File: src/rtl/xwdg_pkg.sv
// Shared types and constants for the XWD to gray stream converter.
// No dependencies; imported by every module of the block.
`timescale 1ns / 1ps

package xwdg_pkg;

	localparam int DIM_W        = 15;
	localparam int MAX_DIM      = 16384;
	localparam int HEADER_BYTES = 100;

	typedef enum logic [1:0] {
		KIND_HDR  = 2'd0,
		KIND_PIX  = 2'd1,
		KIND_STAT = 2'd2
	} kind_t;

	typedef enum logic [1:0] {
		ST_OK    = 2'd0,
		ST_BAD   = 2'd1,
		ST_SHORT = 2'd2
	} status_t;

	// One queue entry: everything a single input byte causes on the output.
	typedef struct packed {
		logic             hdr;
		logic [DIM_W-1:0] width;
		logic [DIM_W-1:0] height;
		logic             pix;
		logic [7:0]       gray;
		logic             stat;
		status_t          status;
	} desc_t;

endpackage

File: src/rtl/xwd_to_gray_stream_converter.sv
// Top level of the XWD to 8-bit gray stream converter.
// Depends on xwdg_pkg, xwdg_parser, xwdg_fifo and xwdg_out_seq.
//
// Input channel (in_valid/in_ready): one byte of the dump per beat, in_last on
// the final byte. Output channel (out_valid/out_ready): header bytes
// (out_kind 0), gray pixels (out_kind 1) and one status beat (out_kind 2,
// out_last 1) after the byte marked in_last.
// Throughput: one input byte per cycle. The parser stage takes a byte every
// cycle unless the entry queue (FIFO_DEPTH entries) is full; a pixel or status
// entry leaves as one beat, the header entry as twelve beats, and an entry
// that also carries the status adds one beat more.
// Path: a result reaches the output through the parser register, the queue
// and then the result register, behind any beats queued ahead of it.
// When the receiver stalls, the result register holds its beat, the queue
// fills, and in_ready drops once the queue is full with a byte waiting in the
// parser register.
// Reset clears the parser state, the queue and the result register; the
// block then waits for the first header byte. After each byte marked in_last
// the parser is back in its reset state for the next dump.
`timescale 1ns / 1ps

module xwd_to_gray_stream_converter #(
	parameter int FIFO_DEPTH = 16
) (
	input  logic       clk,
	input  logic       arst_n,
	input  logic       in_valid,
	output logic       in_ready,
	input  logic [7:0] in_byte,
	input  logic       in_last,
	output logic       out_valid,
	input  logic       out_ready,
	output logic [7:0] out_byte,
	output logic [1:0] out_kind,
	output logic [1:0] out_status,
	output logic       out_last
);
	import xwdg_pkg::*;

	logic  push, pop, empty, full;
	desc_t push_desc, head;

	xwdg_parser u_parser (
		.clk       (clk),
		.arst_n    (arst_n),
		.in_valid  (in_valid),
		.in_ready  (in_ready),
		.in_byte   (in_byte),
		.in_last   (in_last),
		.fifo_full (full),
		.push      (push),
		.push_desc (push_desc)
	);

	xwdg_fifo #(
		.DEPTH (FIFO_DEPTH)
	) u_fifo (
		.clk    (clk),
		.arst_n (arst_n),
		.push   (push),
		.wdata  (push_desc),
		.pop    (pop),
		.rdata  (head),
		.empty  (empty),
		.full   (full)
	);

	xwdg_out_seq u_seq (
		.clk        (clk),
		.arst_n     (arst_n),
		.head       (head),
		.empty      (empty),
		.pop        (pop),
		.out_valid  (out_valid),
		.out_ready  (out_ready),
		.out_byte   (out_byte),
		.out_kind   (out_kind),
		.out_status (out_status),
		.out_last   (out_last)
	);

endmodule

File: src/rtl/xwdg_parser.sv
// Input register and dump parser: header checks, skip, colormap, pixel luma.
// Depends on xwdg_pkg; produces one queue entry per byte that has output.
`timescale 1ns / 1ps

module xwdg_parser (
	input  logic           clk,
	input  logic           arst_n,
	input  logic           in_valid,
	output logic           in_ready,
	input  logic [7:0]     in_byte,
	input  logic           in_last,
	input  logic           fifo_full,
	output logic           push,
	output xwdg_pkg::desc_t push_desc
);
	import xwdg_pkg::*;

	typedef enum logic [2:0] {
		PH_HEADER,
		PH_SKIP,
		PH_CMAP,
		PH_PIXELS,
		PH_DONE,
		PH_ERROR
	} phase_t;

	// header word positions, taken at the last byte of each word
	localparam logic [6:0] OFF_HSIZE   = 7'd3;
	localparam logic [6:0] OFF_VERSION = 7'd7;
	localparam logic [6:0] OFF_FORMAT  = 7'd11;
	localparam logic [6:0] OFF_DEPTH   = 7'd15;
	localparam logic [6:0] OFF_WIDTH   = 7'd19;
	localparam logic [6:0] OFF_HEIGHT  = 7'd23;
	localparam logic [6:0] OFF_BORDER  = 7'd31;
	localparam logic [6:0] OFF_BPP     = 7'd47;
	localparam logic [6:0] OFF_STRIDE  = 7'd51;
	localparam logic [6:0] OFF_RMASK   = 7'd59;
	localparam logic [6:0] OFF_GMASK   = 7'd63;
	localparam logic [6:0] OFF_BMASK   = 7'd67;
	localparam logic [6:0] OFF_NCMAP   = 7'd79;
	localparam logic [6:0] OFF_HDR_END = 7'(HEADER_BYTES - 1);

	localparam logic [15:0] COEF_R = 16'd77;
	localparam logic [15:0] COEF_G = 16'd150;
	localparam logic [15:0] COEF_B = 16'd29;

	logic             s1_valid_s1;
	logic [7:0]       byte_s1;
	logic             last_s1;
	logic             stall;
	logic             fire;

	phase_t           phase_q, phase_d;
	logic [31:0]      pos_q, pos_d;
	logic [23:0]      shift_q, shift_d;
	logic [31:0]      hlen_q, hlen_d;
	logic [DIM_W-1:0] width_q, width_d;
	logic [DIM_W-1:0] height_q, height_d;
	logic [31:0]      stride_q, stride_d;
	logic [31:0]      cmap_q, cmap_d;
	logic             lok_q, lok_d;
	logic [31:0]      rbi_q, rbi_d;
	logic [DIM_W-1:0] row_q, row_d;
	logic [15:0]      part_q, part_d;

	logic [31:0]      word;
	logic             hdr, pix, stat;
	logic [7:0]       gray;
	status_t          st;

	assign stall    = s1_valid_s1 && fifo_full;
	assign fire     = s1_valid_s1 && !stall;
	assign in_ready = !stall;
	assign word     = {shift_q, byte_s1};

	always_ff @(posedge clk or negedge arst_n) begin
		if (!arst_n) begin
			s1_valid_s1 <= 1'b0;
		end else if (!stall) begin
			s1_valid_s1 <= in_valid;
		end
	end

	always_ff @(posedge clk) begin
		if (!stall && in_valid) begin
			byte_s1 <= in_byte;
			last_s1 <= in_last;
		end
	end

	always_comb begin
		phase_d  = phase_q;
		pos_d    = pos_q;
		shift_d  = shift_q;
		hlen_d   = hlen_q;
		width_d  = width_q;
		height_d = height_q;
		stride_d = stride_q;
		cmap_d   = cmap_q;
		lok_d    = lok_q;
		rbi_d    = rbi_q;
		row_d    = row_q;
		part_d   = part_q;
		hdr      = 1'b0;
		pix      = 1'b0;
		stat     = 1'b0;
		gray     = 8'd0;
		st       = ST_OK;

		unique case (phase_q)
			PH_HEADER: begin
				shift_d = word[23:0];
				if (pos_q[1:0] == 2'd3) begin
					case (pos_q[6:0])
						OFF_HSIZE: begin
							if (word < 32'(HEADER_BYTES)) lok_d = 1'b0;
							hlen_d = word;
						end
						OFF_VERSION: if (word != 32'd7) lok_d = 1'b0;
						OFF_FORMAT:  if (word != 32'd2) lok_d = 1'b0;
						OFF_DEPTH:   if (word != 32'd24 && word != 32'd32) lok_d = 1'b0;
						OFF_WIDTH: begin
							if (word == 32'd0 || word > 32'(MAX_DIM)) begin
								lok_d   = 1'b0;
								width_d = '0;
							end else begin
								width_d = word[DIM_W-1:0];
							end
						end
						OFF_HEIGHT: begin
							if (word == 32'd0 || word > 32'(MAX_DIM)) begin
								lok_d    = 1'b0;
								height_d = '0;
							end else begin
								height_d = word[DIM_W-1:0];
							end
						end
						OFF_BORDER: if (word != 32'd0 && word != 32'd43) lok_d = 1'b0;
						OFF_BPP:    if (word != 32'd32) lok_d = 1'b0;
						OFF_STRIDE: begin
							if (word < 32'({width_q, 2'b00})) lok_d = 1'b0;
							stride_d = word;
						end
						OFF_RMASK: if (word[23:0] != 24'hff0000) lok_d = 1'b0;
						OFF_GMASK: if (word[23:0] != 24'h00ff00) lok_d = 1'b0;
						OFF_BMASK: if (word[23:0] != 24'h0000ff) lok_d = 1'b0;
						OFF_NCMAP: cmap_d = word;
						default: ;
					endcase
				end
				if (pos_q[6:0] == OFF_HDR_END) begin
					if (!lok_d) begin
						phase_d = PH_ERROR;
					end else begin
						hdr = 1'b1;
						if (hlen_d > 32'(HEADER_BYTES)) begin
							phase_d = PH_SKIP;
						end else begin
							rbi_d   = '0;
							row_d   = '0;
							phase_d = (cmap_d != 32'd0) ? PH_CMAP : PH_PIXELS;
						end
					end
				end
				pos_d = pos_q + 32'd1;
			end
			PH_SKIP: begin
				if (pos_q == hlen_q - 32'd1) begin
					rbi_d   = '0;
					row_d   = '0;
					phase_d = (cmap_q != 32'd0) ? PH_CMAP : PH_PIXELS;
				end
				pos_d = pos_q + 32'd1;
			end
			PH_CMAP: begin
				// 12 bytes per colormap entry
				if (rbi_q == 32'd11) begin
					rbi_d  = '0;
					cmap_d = cmap_q - 32'd1;
					if (cmap_d == 32'd0) begin
						row_d   = '0;
						phase_d = PH_PIXELS;
					end
				end else begin
					rbi_d = rbi_q + 32'd1;
				end
			end
			PH_PIXELS: begin
				if (rbi_q < 32'({width_q, 2'b00})) begin
					case (rbi_q[1:0])
						2'd0: part_d = 16'(byte_s1) * COEF_B;
						2'd1: part_d = part_q + 16'(byte_s1) * COEF_G;
						2'd2: part_d = part_q + 16'(byte_s1) * COEF_R;
						default: begin
							pix  = 1'b1;
							gray = part_q[15:8];
						end
					endcase
				end
				// rbi_q < stride_q here, so the increment cannot wrap
				if (rbi_q + 32'd1 >= stride_q) begin
					rbi_d = '0;
					row_d = row_q + 1'b1;
					if (row_d >= height_q) phase_d = PH_DONE;
				end else begin
					rbi_d = rbi_q + 32'd1;
				end
			end
			default: ;
		endcase

		if (last_s1) begin
			stat = 1'b1;
			if (phase_d == PH_DONE)        st = ST_OK;
			else if (phase_d == PH_HEADER) st = ST_SHORT;
			else                           st = ST_BAD;
			phase_d  = PH_HEADER;
			pos_d    = '0;
			shift_d  = '0;
			hlen_d   = '0;
			width_d  = '0;
			height_d = '0;
			stride_d = '0;
			cmap_d   = '0;
			lok_d    = 1'b1;
			rbi_d    = '0;
			row_d    = '0;
			part_d   = '0;
		end
	end

	always_ff @(posedge clk or negedge arst_n) begin
		if (!arst_n) begin
			phase_q  <= PH_HEADER;
			pos_q    <= '0;
			shift_q  <= '0;
			hlen_q   <= '0;
			width_q  <= '0;
			height_q <= '0;
			stride_q <= '0;
			cmap_q   <= '0;
			lok_q    <= 1'b1;
			rbi_q    <= '0;
			row_q    <= '0;
			part_q   <= '0;
		end else if (fire) begin
			phase_q  <= phase_d;
			pos_q    <= pos_d;
			shift_q  <= shift_d;
			hlen_q   <= hlen_d;
			width_q  <= width_d;
			height_q <= height_d;
			stride_q <= stride_d;
			cmap_q   <= cmap_d;
			lok_q    <= lok_d;
			rbi_q    <= rbi_d;
			row_q    <= row_d;
			part_q   <= part_d;
		end
	end

	// header sizes come from the registers: a last beat clears the next state
	assign push             = fire && (hdr || pix || stat);
	assign push_desc.hdr    = hdr;
	assign push_desc.width  = width_q;
	assign push_desc.height = height_q;
	assign push_desc.pix    = pix;
	assign push_desc.gray   = gray;
	assign push_desc.stat   = stat;
	assign push_desc.status = st;

endmodule

File: src/rtl/xwdg_fifo.sv
// Queue of output entries between the parser and the output sequencer.
// Depends on xwdg_pkg for the entry type.
`timescale 1ns / 1ps

module xwdg_fifo #(
	parameter int DEPTH = 16
) (
	input  logic            clk,
	input  logic            arst_n,
	input  logic            push,
	input  xwdg_pkg::desc_t wdata,
	input  logic            pop,
	output xwdg_pkg::desc_t rdata,
	output logic            empty,
	output logic            full
);
	import xwdg_pkg::*;

	localparam int PTR_W = (DEPTH > 1) ? $clog2(DEPTH) : 1;
	localparam int CNT_W = $clog2(DEPTH + 1);

	desc_t            mem [DEPTH];
	logic [PTR_W-1:0] wr_q, rd_q;
	logic [CNT_W-1:0] cnt_q;

	always_ff @(posedge clk) begin
		if (push) mem[wr_q] <= wdata;
	end

	always_ff @(posedge clk or negedge arst_n) begin
		if (!arst_n) begin
			wr_q  <= '0;
			rd_q  <= '0;
			cnt_q <= '0;
		end else begin
			if (push) wr_q <= (wr_q == PTR_W'(DEPTH - 1)) ? '0 : wr_q + 1'b1;
			if (pop)  rd_q <= (rd_q == PTR_W'(DEPTH - 1)) ? '0 : rd_q + 1'b1;
			case ({push, pop})
				2'b10:   cnt_q <= cnt_q + 1'b1;
				2'b01:   cnt_q <= cnt_q - 1'b1;
				default: cnt_q <= cnt_q;
			endcase
		end
	end

	assign rdata = mem[rd_q];
	assign empty = (cnt_q == '0);
	assign full  = (cnt_q == CNT_W'(DEPTH));

endmodule

File: src/rtl/xwdg_out_seq.sv
// Output sequencer: expands queue entries into beats on the result register.
// Depends on xwdg_pkg; a header entry becomes twelve beats.
`timescale 1ns / 1ps

module xwdg_out_seq (
	input  logic            clk,
	input  logic            arst_n,
	input  xwdg_pkg::desc_t head,
	input  logic            empty,
	output logic            pop,
	output logic            out_valid,
	input  logic            out_ready,
	output logic [7:0]      out_byte,
	output logic [1:0]      out_kind,
	output logic [1:0]      out_status,
	output logic            out_last
);
	import xwdg_pkg::*;

	localparam logic [3:0] HDR_LAST = 4'd11;

	function automatic logic [7:0] hdr_byte(
		input logic [3:0]       idx,
		input logic [DIM_W-1:0] w,
		input logic [DIM_W-1:0] h
	);
		logic [7:0] b;
		unique case (idx)
			4'd0:    b = 8'h53;
			4'd1:    b = 8'h4C;
			4'd2:    b = 8'h47;
			4'd3:    b = 8'h57;
			4'd6:    b = 8'(w >> 8);
			4'd7:    b = w[7:0];
			4'd10:   b = 8'(h >> 8);
			4'd11:   b = h[7:0];
			default: b = 8'h00;
		endcase
		return b;
	endfunction

	logic       valid_q;
	logic [7:0] byte_q;
	kind_t      kind_q;
	status_t    status_q;
	logic       last_q;
	logic [3:0] idx_q;

	logic       load;
	logic       final_item;
	logic [7:0] nxt_byte;
	kind_t      nxt_kind;
	status_t    nxt_status;
	logic       nxt_last;

	always_comb begin
		nxt_byte   = 8'd0;
		nxt_kind   = KIND_STAT;
		nxt_status = head.status;
		nxt_last   = 1'b1;
		final_item = 1'b1;
		if (head.hdr && idx_q <= HDR_LAST) begin
			nxt_byte   = hdr_byte(idx_q, head.width, head.height);
			nxt_kind   = KIND_HDR;
			nxt_status = ST_OK;
			nxt_last   = 1'b0;
			final_item = !head.stat && (idx_q == HDR_LAST);
		end else if (head.pix && idx_q == 4'd0) begin
			nxt_byte   = head.gray;
			nxt_kind   = KIND_PIX;
			nxt_status = ST_OK;
			nxt_last   = 1'b0;
			final_item = !head.stat;
		end
	end

	assign load = !empty && (!valid_q || out_ready);
	assign pop  = load && final_item;

	always_ff @(posedge clk or negedge arst_n) begin
		if (!arst_n) begin
			valid_q <= 1'b0;
			idx_q   <= '0;
		end else begin
			if (load)           valid_q <= 1'b1;
			else if (out_ready) valid_q <= 1'b0;
			if (load) idx_q <= final_item ? 4'd0 : idx_q + 4'd1;
		end
	end

	always_ff @(posedge clk) begin
		if (load) begin
			byte_q   <= nxt_byte;
			kind_q   <= nxt_kind;
			status_q <= nxt_status;
			last_q   <= nxt_last;
		end
	end

	assign out_valid  = valid_q;
	assign out_byte   = byte_q;
	assign out_kind   = kind_q;
	assign out_status = status_q;
	assign out_last   = last_q;

endmodule

File: config.mk
export PLATFORM = sky130hd
export DESIGN_NAME = xwd_to_gray_stream_converter
export DESIGN_NICKNAME = d
export VERILOG_FILES = /design/src/rtl/xwdg_pkg.sv /design/src/rtl/xwd_to_gray_stream_converter.sv /design/src/rtl/xwdg_parser.sv /design/src/rtl/xwdg_fifo.sv /design/src/rtl/xwdg_out_seq.sv
export SDC_FILE = /design/constraint.sdc
export NUM_CORES = 2
export LEC_CHECK = 0
export BUFFER_PORTS_ARGS = -buffer_cell sky130_fd_sc_hd__buf_4
export CAP_MARGIN = 20
export CORE_UTILIZATION = 50
export CTS_CLUSTER_DIAMETER = 150
export DETAILED_ROUTE_END_ITERATION = 6
export PLACE_DENSITY_LB_ADDON = 0.05
export SLEW_MARGIN = 20
export SYNTH_ARGS = -nofsm -noshare
export SYNTH_HDL_FRONTEND = slang
export SYNTH_SLANG_ARGS = --single-unit
File: constraint.sdc
create_clock -name clk -period 21.1 [get_ports clk]
set_input_delay 2.11 -clock clk [delete_from_list [all_inputs] [get_ports clk]]
set_output_delay 2.11 -clock clk [all_outputs]
set_load 0.01 [all_outputs]
==> impl_metrics.env <==
export IMPL_finalSetupViolCount=0
export IMPL_grt_max_degree=127
export IMPL_power_switching_mw=2.52
export IMPL_whs_endpoint="u_parser.stride_q[10]"
export IMPL_tritoncts="done"
export IMPL_ys_seq_elements=977
export IMPL_clk_pin_slew_worst_paths_ns=0.06
export IMPL_fill_cells=7721
export IMPL_drt_pass1_iterations=7
export IMPL_core_mm2=0.0952
export IMPL_min_delay_start="u_parser.stride_q[10]"
export IMPL_clockRootBuffer="clkbuf_16"
export IMPL_p_sw_frac=0.361
export IMPL_async_reset_ff_frac=0.274
export IMPL_pre_cts_ws_ns=14.95
export IMPL_ctsHoldBuffers=0
export IMPL_final_layout_size_suffix_gt1_frac=0.139
export IMPL_slew_viol_final=0
export IMPL_cp_data_arrival_time_ns=6.57
export IMPL_synth_edf_count=709
export IMPL_max_clock_freq_mhz=166
export IMPL_slew_limit_headroom=0.216
export IMPL_yosys_warnings=0
export IMPL_finalHoldViolCount=0
export IMPL_outcome="completed"
export IMPL_synth_nets=3849
export IMPL_p_leak_nw=20.2
export IMPL_fin_ws_ns=15.07
export IMPL_tightest_slew_ns=1.17
export IMPL_ys_types=84
export IMPL_cp_end_kind="flip-flop"
export IMPL_wl_per_cell_um=26.0
export IMPL_irDropWorstVdd_uv=75.5
export IMPL_syn_area_mm2=0.0481
export IMPL_fin_crit_sh=0.286
export IMPL_final_setup_tns_ns=0
export IMPL_reg2regPathDepth=14
export IMPL_synth_cells=3573
export IMPL_io_pins=28
export IMPL_via_per_inst=6.12
export IMPL_ys_flop_type="edfxtp_1"
export IMPL_yosysSeqAreaShare=0.582
export IMPL_gp_congestion=0.885
export IMPL_layoutNonFillerInstCount=4935
export IMPL_clk_insertion_delay_late_ns=0.70
export IMPL_htreeDepth=3
export IMPL_grt_pass1_vias=30692
export IMPL_die_h_um=312
export IMPL_num_vias=30181
export IMPL_io_buffers=27
export IMPL_required_ns=21.65
export IMPL_skew_ns=0.0482
export IMPL_dp_hpwl_mm=78.5
export IMPL_cts_resized_gates=0
export IMPL_p_clk_frac=0.259
export IMPL_internal_power_mw=4.46
export IMPL_finalCriticalPeriod_ns=6.03
export IMPL_grt_antenna_before_repair=4
export IMPL_dp_cells=4741
export IMPL_grt_overflow_total=0
export IMPL_avgSynthCellArea_um2=13.5
export IMPL_cts_buffers=102
export IMPL_seqPwrFrac=0.388
export IMPL_start_util=0.506
export IMPL_syn_to_final_growth_pct=10.6
export IMPL_r2r_start="u_fifo.rd_q[0]"
export IMPL_rows=113
export IMPL_reg2reg_slack_ns=15.07
export IMPL_hold_depth=2
export IMPL_wirelength_mm=128
export IMPL_drt_iter0_markers=2509
export IMPL_final_nets=3856
export IMPL_cap_viol_max_count=0
export IMPL_hold_path_class="reg2reg"
export IMPL_path_max_fanout=89
export IMPL_p_per_area_mw_per_mm2=131
export IMPL_cts_max_path_buffers=3
export IMPL_power_frac_comb=0.353
export IMPL_critPathLaunchType="flip-flop"
export IMPL_critPathKind="reg2reg"
export IMPL_grt_setup_unrepaired="no"
export IMPL_r2r_end="u_fifo.cnt_q[4]"
export IMPL_drc=0
export IMPL_clkSinkCount=977
export IMPL_dieArea_mm2=0.0975
export IMPL_die_w_um=312
export IMPL_grt_usage=0.267
export IMPL_grt_pass1_wl_mm=195
export IMPL_cts_setup_buffers=0
export IMPL_drtAntennaViolNets=0
==> synthesized netlist by cell type, types with 7 or more instances <==
cell type | number | area [µm²]
o31ai_1 | 25 | 188
o21a_1 | 9 | 67.6
fa_1 | 39 | 781
and3_1 | 38 | 238
o22ai_1 | 11 | 68.8
clkbuf_1 | 145 | 544
o2bb2ai_1 | 10 | 87.6
or4_1 | 17 | 128
buf_1 | 19 | 71.3
edfxtp_1 | 709 | 21300
or2_2 | 8 | 50.1
nand2b_1 | 31 | 194
a21oi_1 | 109 | 546
xnor2_1 | 106 | 928
nand4_1 | 37 | 231
nor2b_1 | 16 | 100
o21bai_1 | 9 | 67.6
a221oi_1 | 12 | 105
nor4_1 | 48 | 300
o21ai_0 | 193 | 966
a31oi_1 | 23 | 144
a32o_1 | 9 | 90.1
xor2_1 | 58 | 508
nand3_1 | 84 | 420
a22o_1 | 64 | 561
mux4_2 | 215 | 4840
o41ai_1 | 7 | 61.3
nor3b_1 | 11 | 82.6
inv_1 | 214 | 803
and2_1 | 17 | 106
a2111oi_0 | 7 | 61.3
ha_1 | 224 | 2800
nor2_1 | 150 | 563
nor3_1 | 78 | 390
nand2_1 | 343 | 1290
a211oi_1 | 19 | 143
and4_1 | 8 | 70.1
or3_1 | 22 | 138
a21o_1 | 28 | 210
buf_2 | 11 | 55.1
dfrtp_1 | 267 | 6680
o211ai_1 | 11 | 82.6
==> power by group through the flow <==
stage	Combinational [mW]	Clock (mW)	Sequential, mW
after floorplan	1.87	0	2.52
after global placement	2.43	0	2.72
after detailed placement	2.46	0	2.74
after CTS	2.48	1.84	2.70
after global routing	2.70	1.91	2.74
final	2.46	1.81	2.71
==> metrics by stage <==
step	utilization	power, mW	instance area, µm²	hold slack (ns)
floorplan	-	4.39	48100	0.449
global placement	0.524	5.16	49800	0.463
detailed placement	0.524	5.21	49800	0.469
CTS	0.559	7.03	53200	0.482
global route	0.559	7.36	53200	0.505
finish	0.559	6.98	53200	0.475
==> how the worst max path moves through the flow <==
stage | from | end | slack (ns) | cells after the start
floorplan | u_parser.width_q[11] | u_fifo.mem[0][0] | 14.16 | 11
global placement | u_fifo.rd_q[0] | u_fifo.cnt_q[4] | 14.95 | 14
detailed placement | u_fifo.rd_q[0] | u_fifo.cnt_q[4] | 14.95 | 14
CTS | u_fifo.rd_q[0] | u_fifo.cnt_q[4] | 14.89 | 14
global route | u_fifo.rd_q[0] | u_fifo.cnt_q[4] | 14.52 | 14
finish | u_fifo.rd_q[0] | u_fifo.cnt_q[4] | 15.07 | 14
==> flip-flops by register name, indices dropped and copies added (netlist names), 2 cells and up <==
signal             cells
u_fifo.cnt_q           5
u_fifo.mem           688
u_parser.byte_s1       8
u_parser.cmap_q       32
u_fifo.rd_q            4
u_parser.shift_q      24
u_parser.part_q       16
u_parser.stride_q     32
u_seq.out_byte         8
u_parser.pos_q        32
u_fifo.wr_q            4
u_parser.phase_q       3
u_parser.hlen_q       32
u_seq.idx_q            4
u_seq.out_status       2
u_parser.height_q     15
u_parser.rbi_q        32
u_parser.width_q      15
u_parser.row_q        15
==> layout make-up <==
cell class / instances / area (µm²) / area share
inverter: 215 / 807 / 0.0152
timing repair buffer: 83 / 659 / 0.0124
sequential: 977 / 28000 / 0.526
antenna: 1 / 2.50 / 0.0000470
tap: 1265 / 1580 / 0.0297
multi-input combinational: 2201 / 18800 / 0.353
clock buffer: 144 / 2810 / 0.0528
clock inverter: 49 / 574 / 0.0108
==> logic make-up (layout without fill, tap and decap cells) <==
| group | count (synthesis) | in the layout | share of synthesized area |
|---|---|---|---|
| xor gates and xnor gates | 164 | 164 | 0.0299 |
| muxes | 225 | 225 | 0.103 |
| buffers and inverters | 395 | 491 | 0.0317 |
| other | 0 | 1 | 0 |
| DFF | 977 | 977 | 0.582 |
| and+or+nand+nor | 935 | 935 | 0.0947 |
| adders and majority gates | 263 | 263 | 0.0745 |
| AOI/OAI and AO/OA | 614 | 614 | 0.0844 |
==> layout by cell type, fill, tap and decap left out, drive strengths merged, types with 19 or more instances in the layout <==
cell and n:
or3 22, nor2 150, a31oi 23, a21o 28, nand2b 31, buf 83
inv 216, o21ai 197, a22o 64, o31ai 25, clkinv 32, xnor2 106
nand4 37, a211oi 19, ha 224, and3 38, edfxtp 709, fa 39
or4 19, nor3 78, dfrtp 267, nand2 343, nand3 84, a21oi 109
clkbuf 144, nor4 49, mux4 215, xor2 58
==> routing by layer <==
metal | part of all wire | GRT usage
met5 | 0.00021 | 0
met4 | 0.027 | 0.0783
met3 | 0.052 | 0.0368
met2 | 0.50 | 0.454
met1 | 0.42 | 0.357
==> worst max-delay path, cell delays in order, from the launching register on <==
cell,delay (ns)
dfrtp_4,1.04
buf_4,0.78
buf_12,0.65
mux4_2,0.59
mux4_2,0.49
nand2_1,0.16
o21ai_0,0.20
nor2_1,0.46
ha_1,0.38
ha_1,0.31
a21o_1,0.18
a21oi_1,0.17
xor2_1,0.16
nor2_1,0.06
xor2_1,0.15
Note: power is estimated with default switching activity, not from simulation.
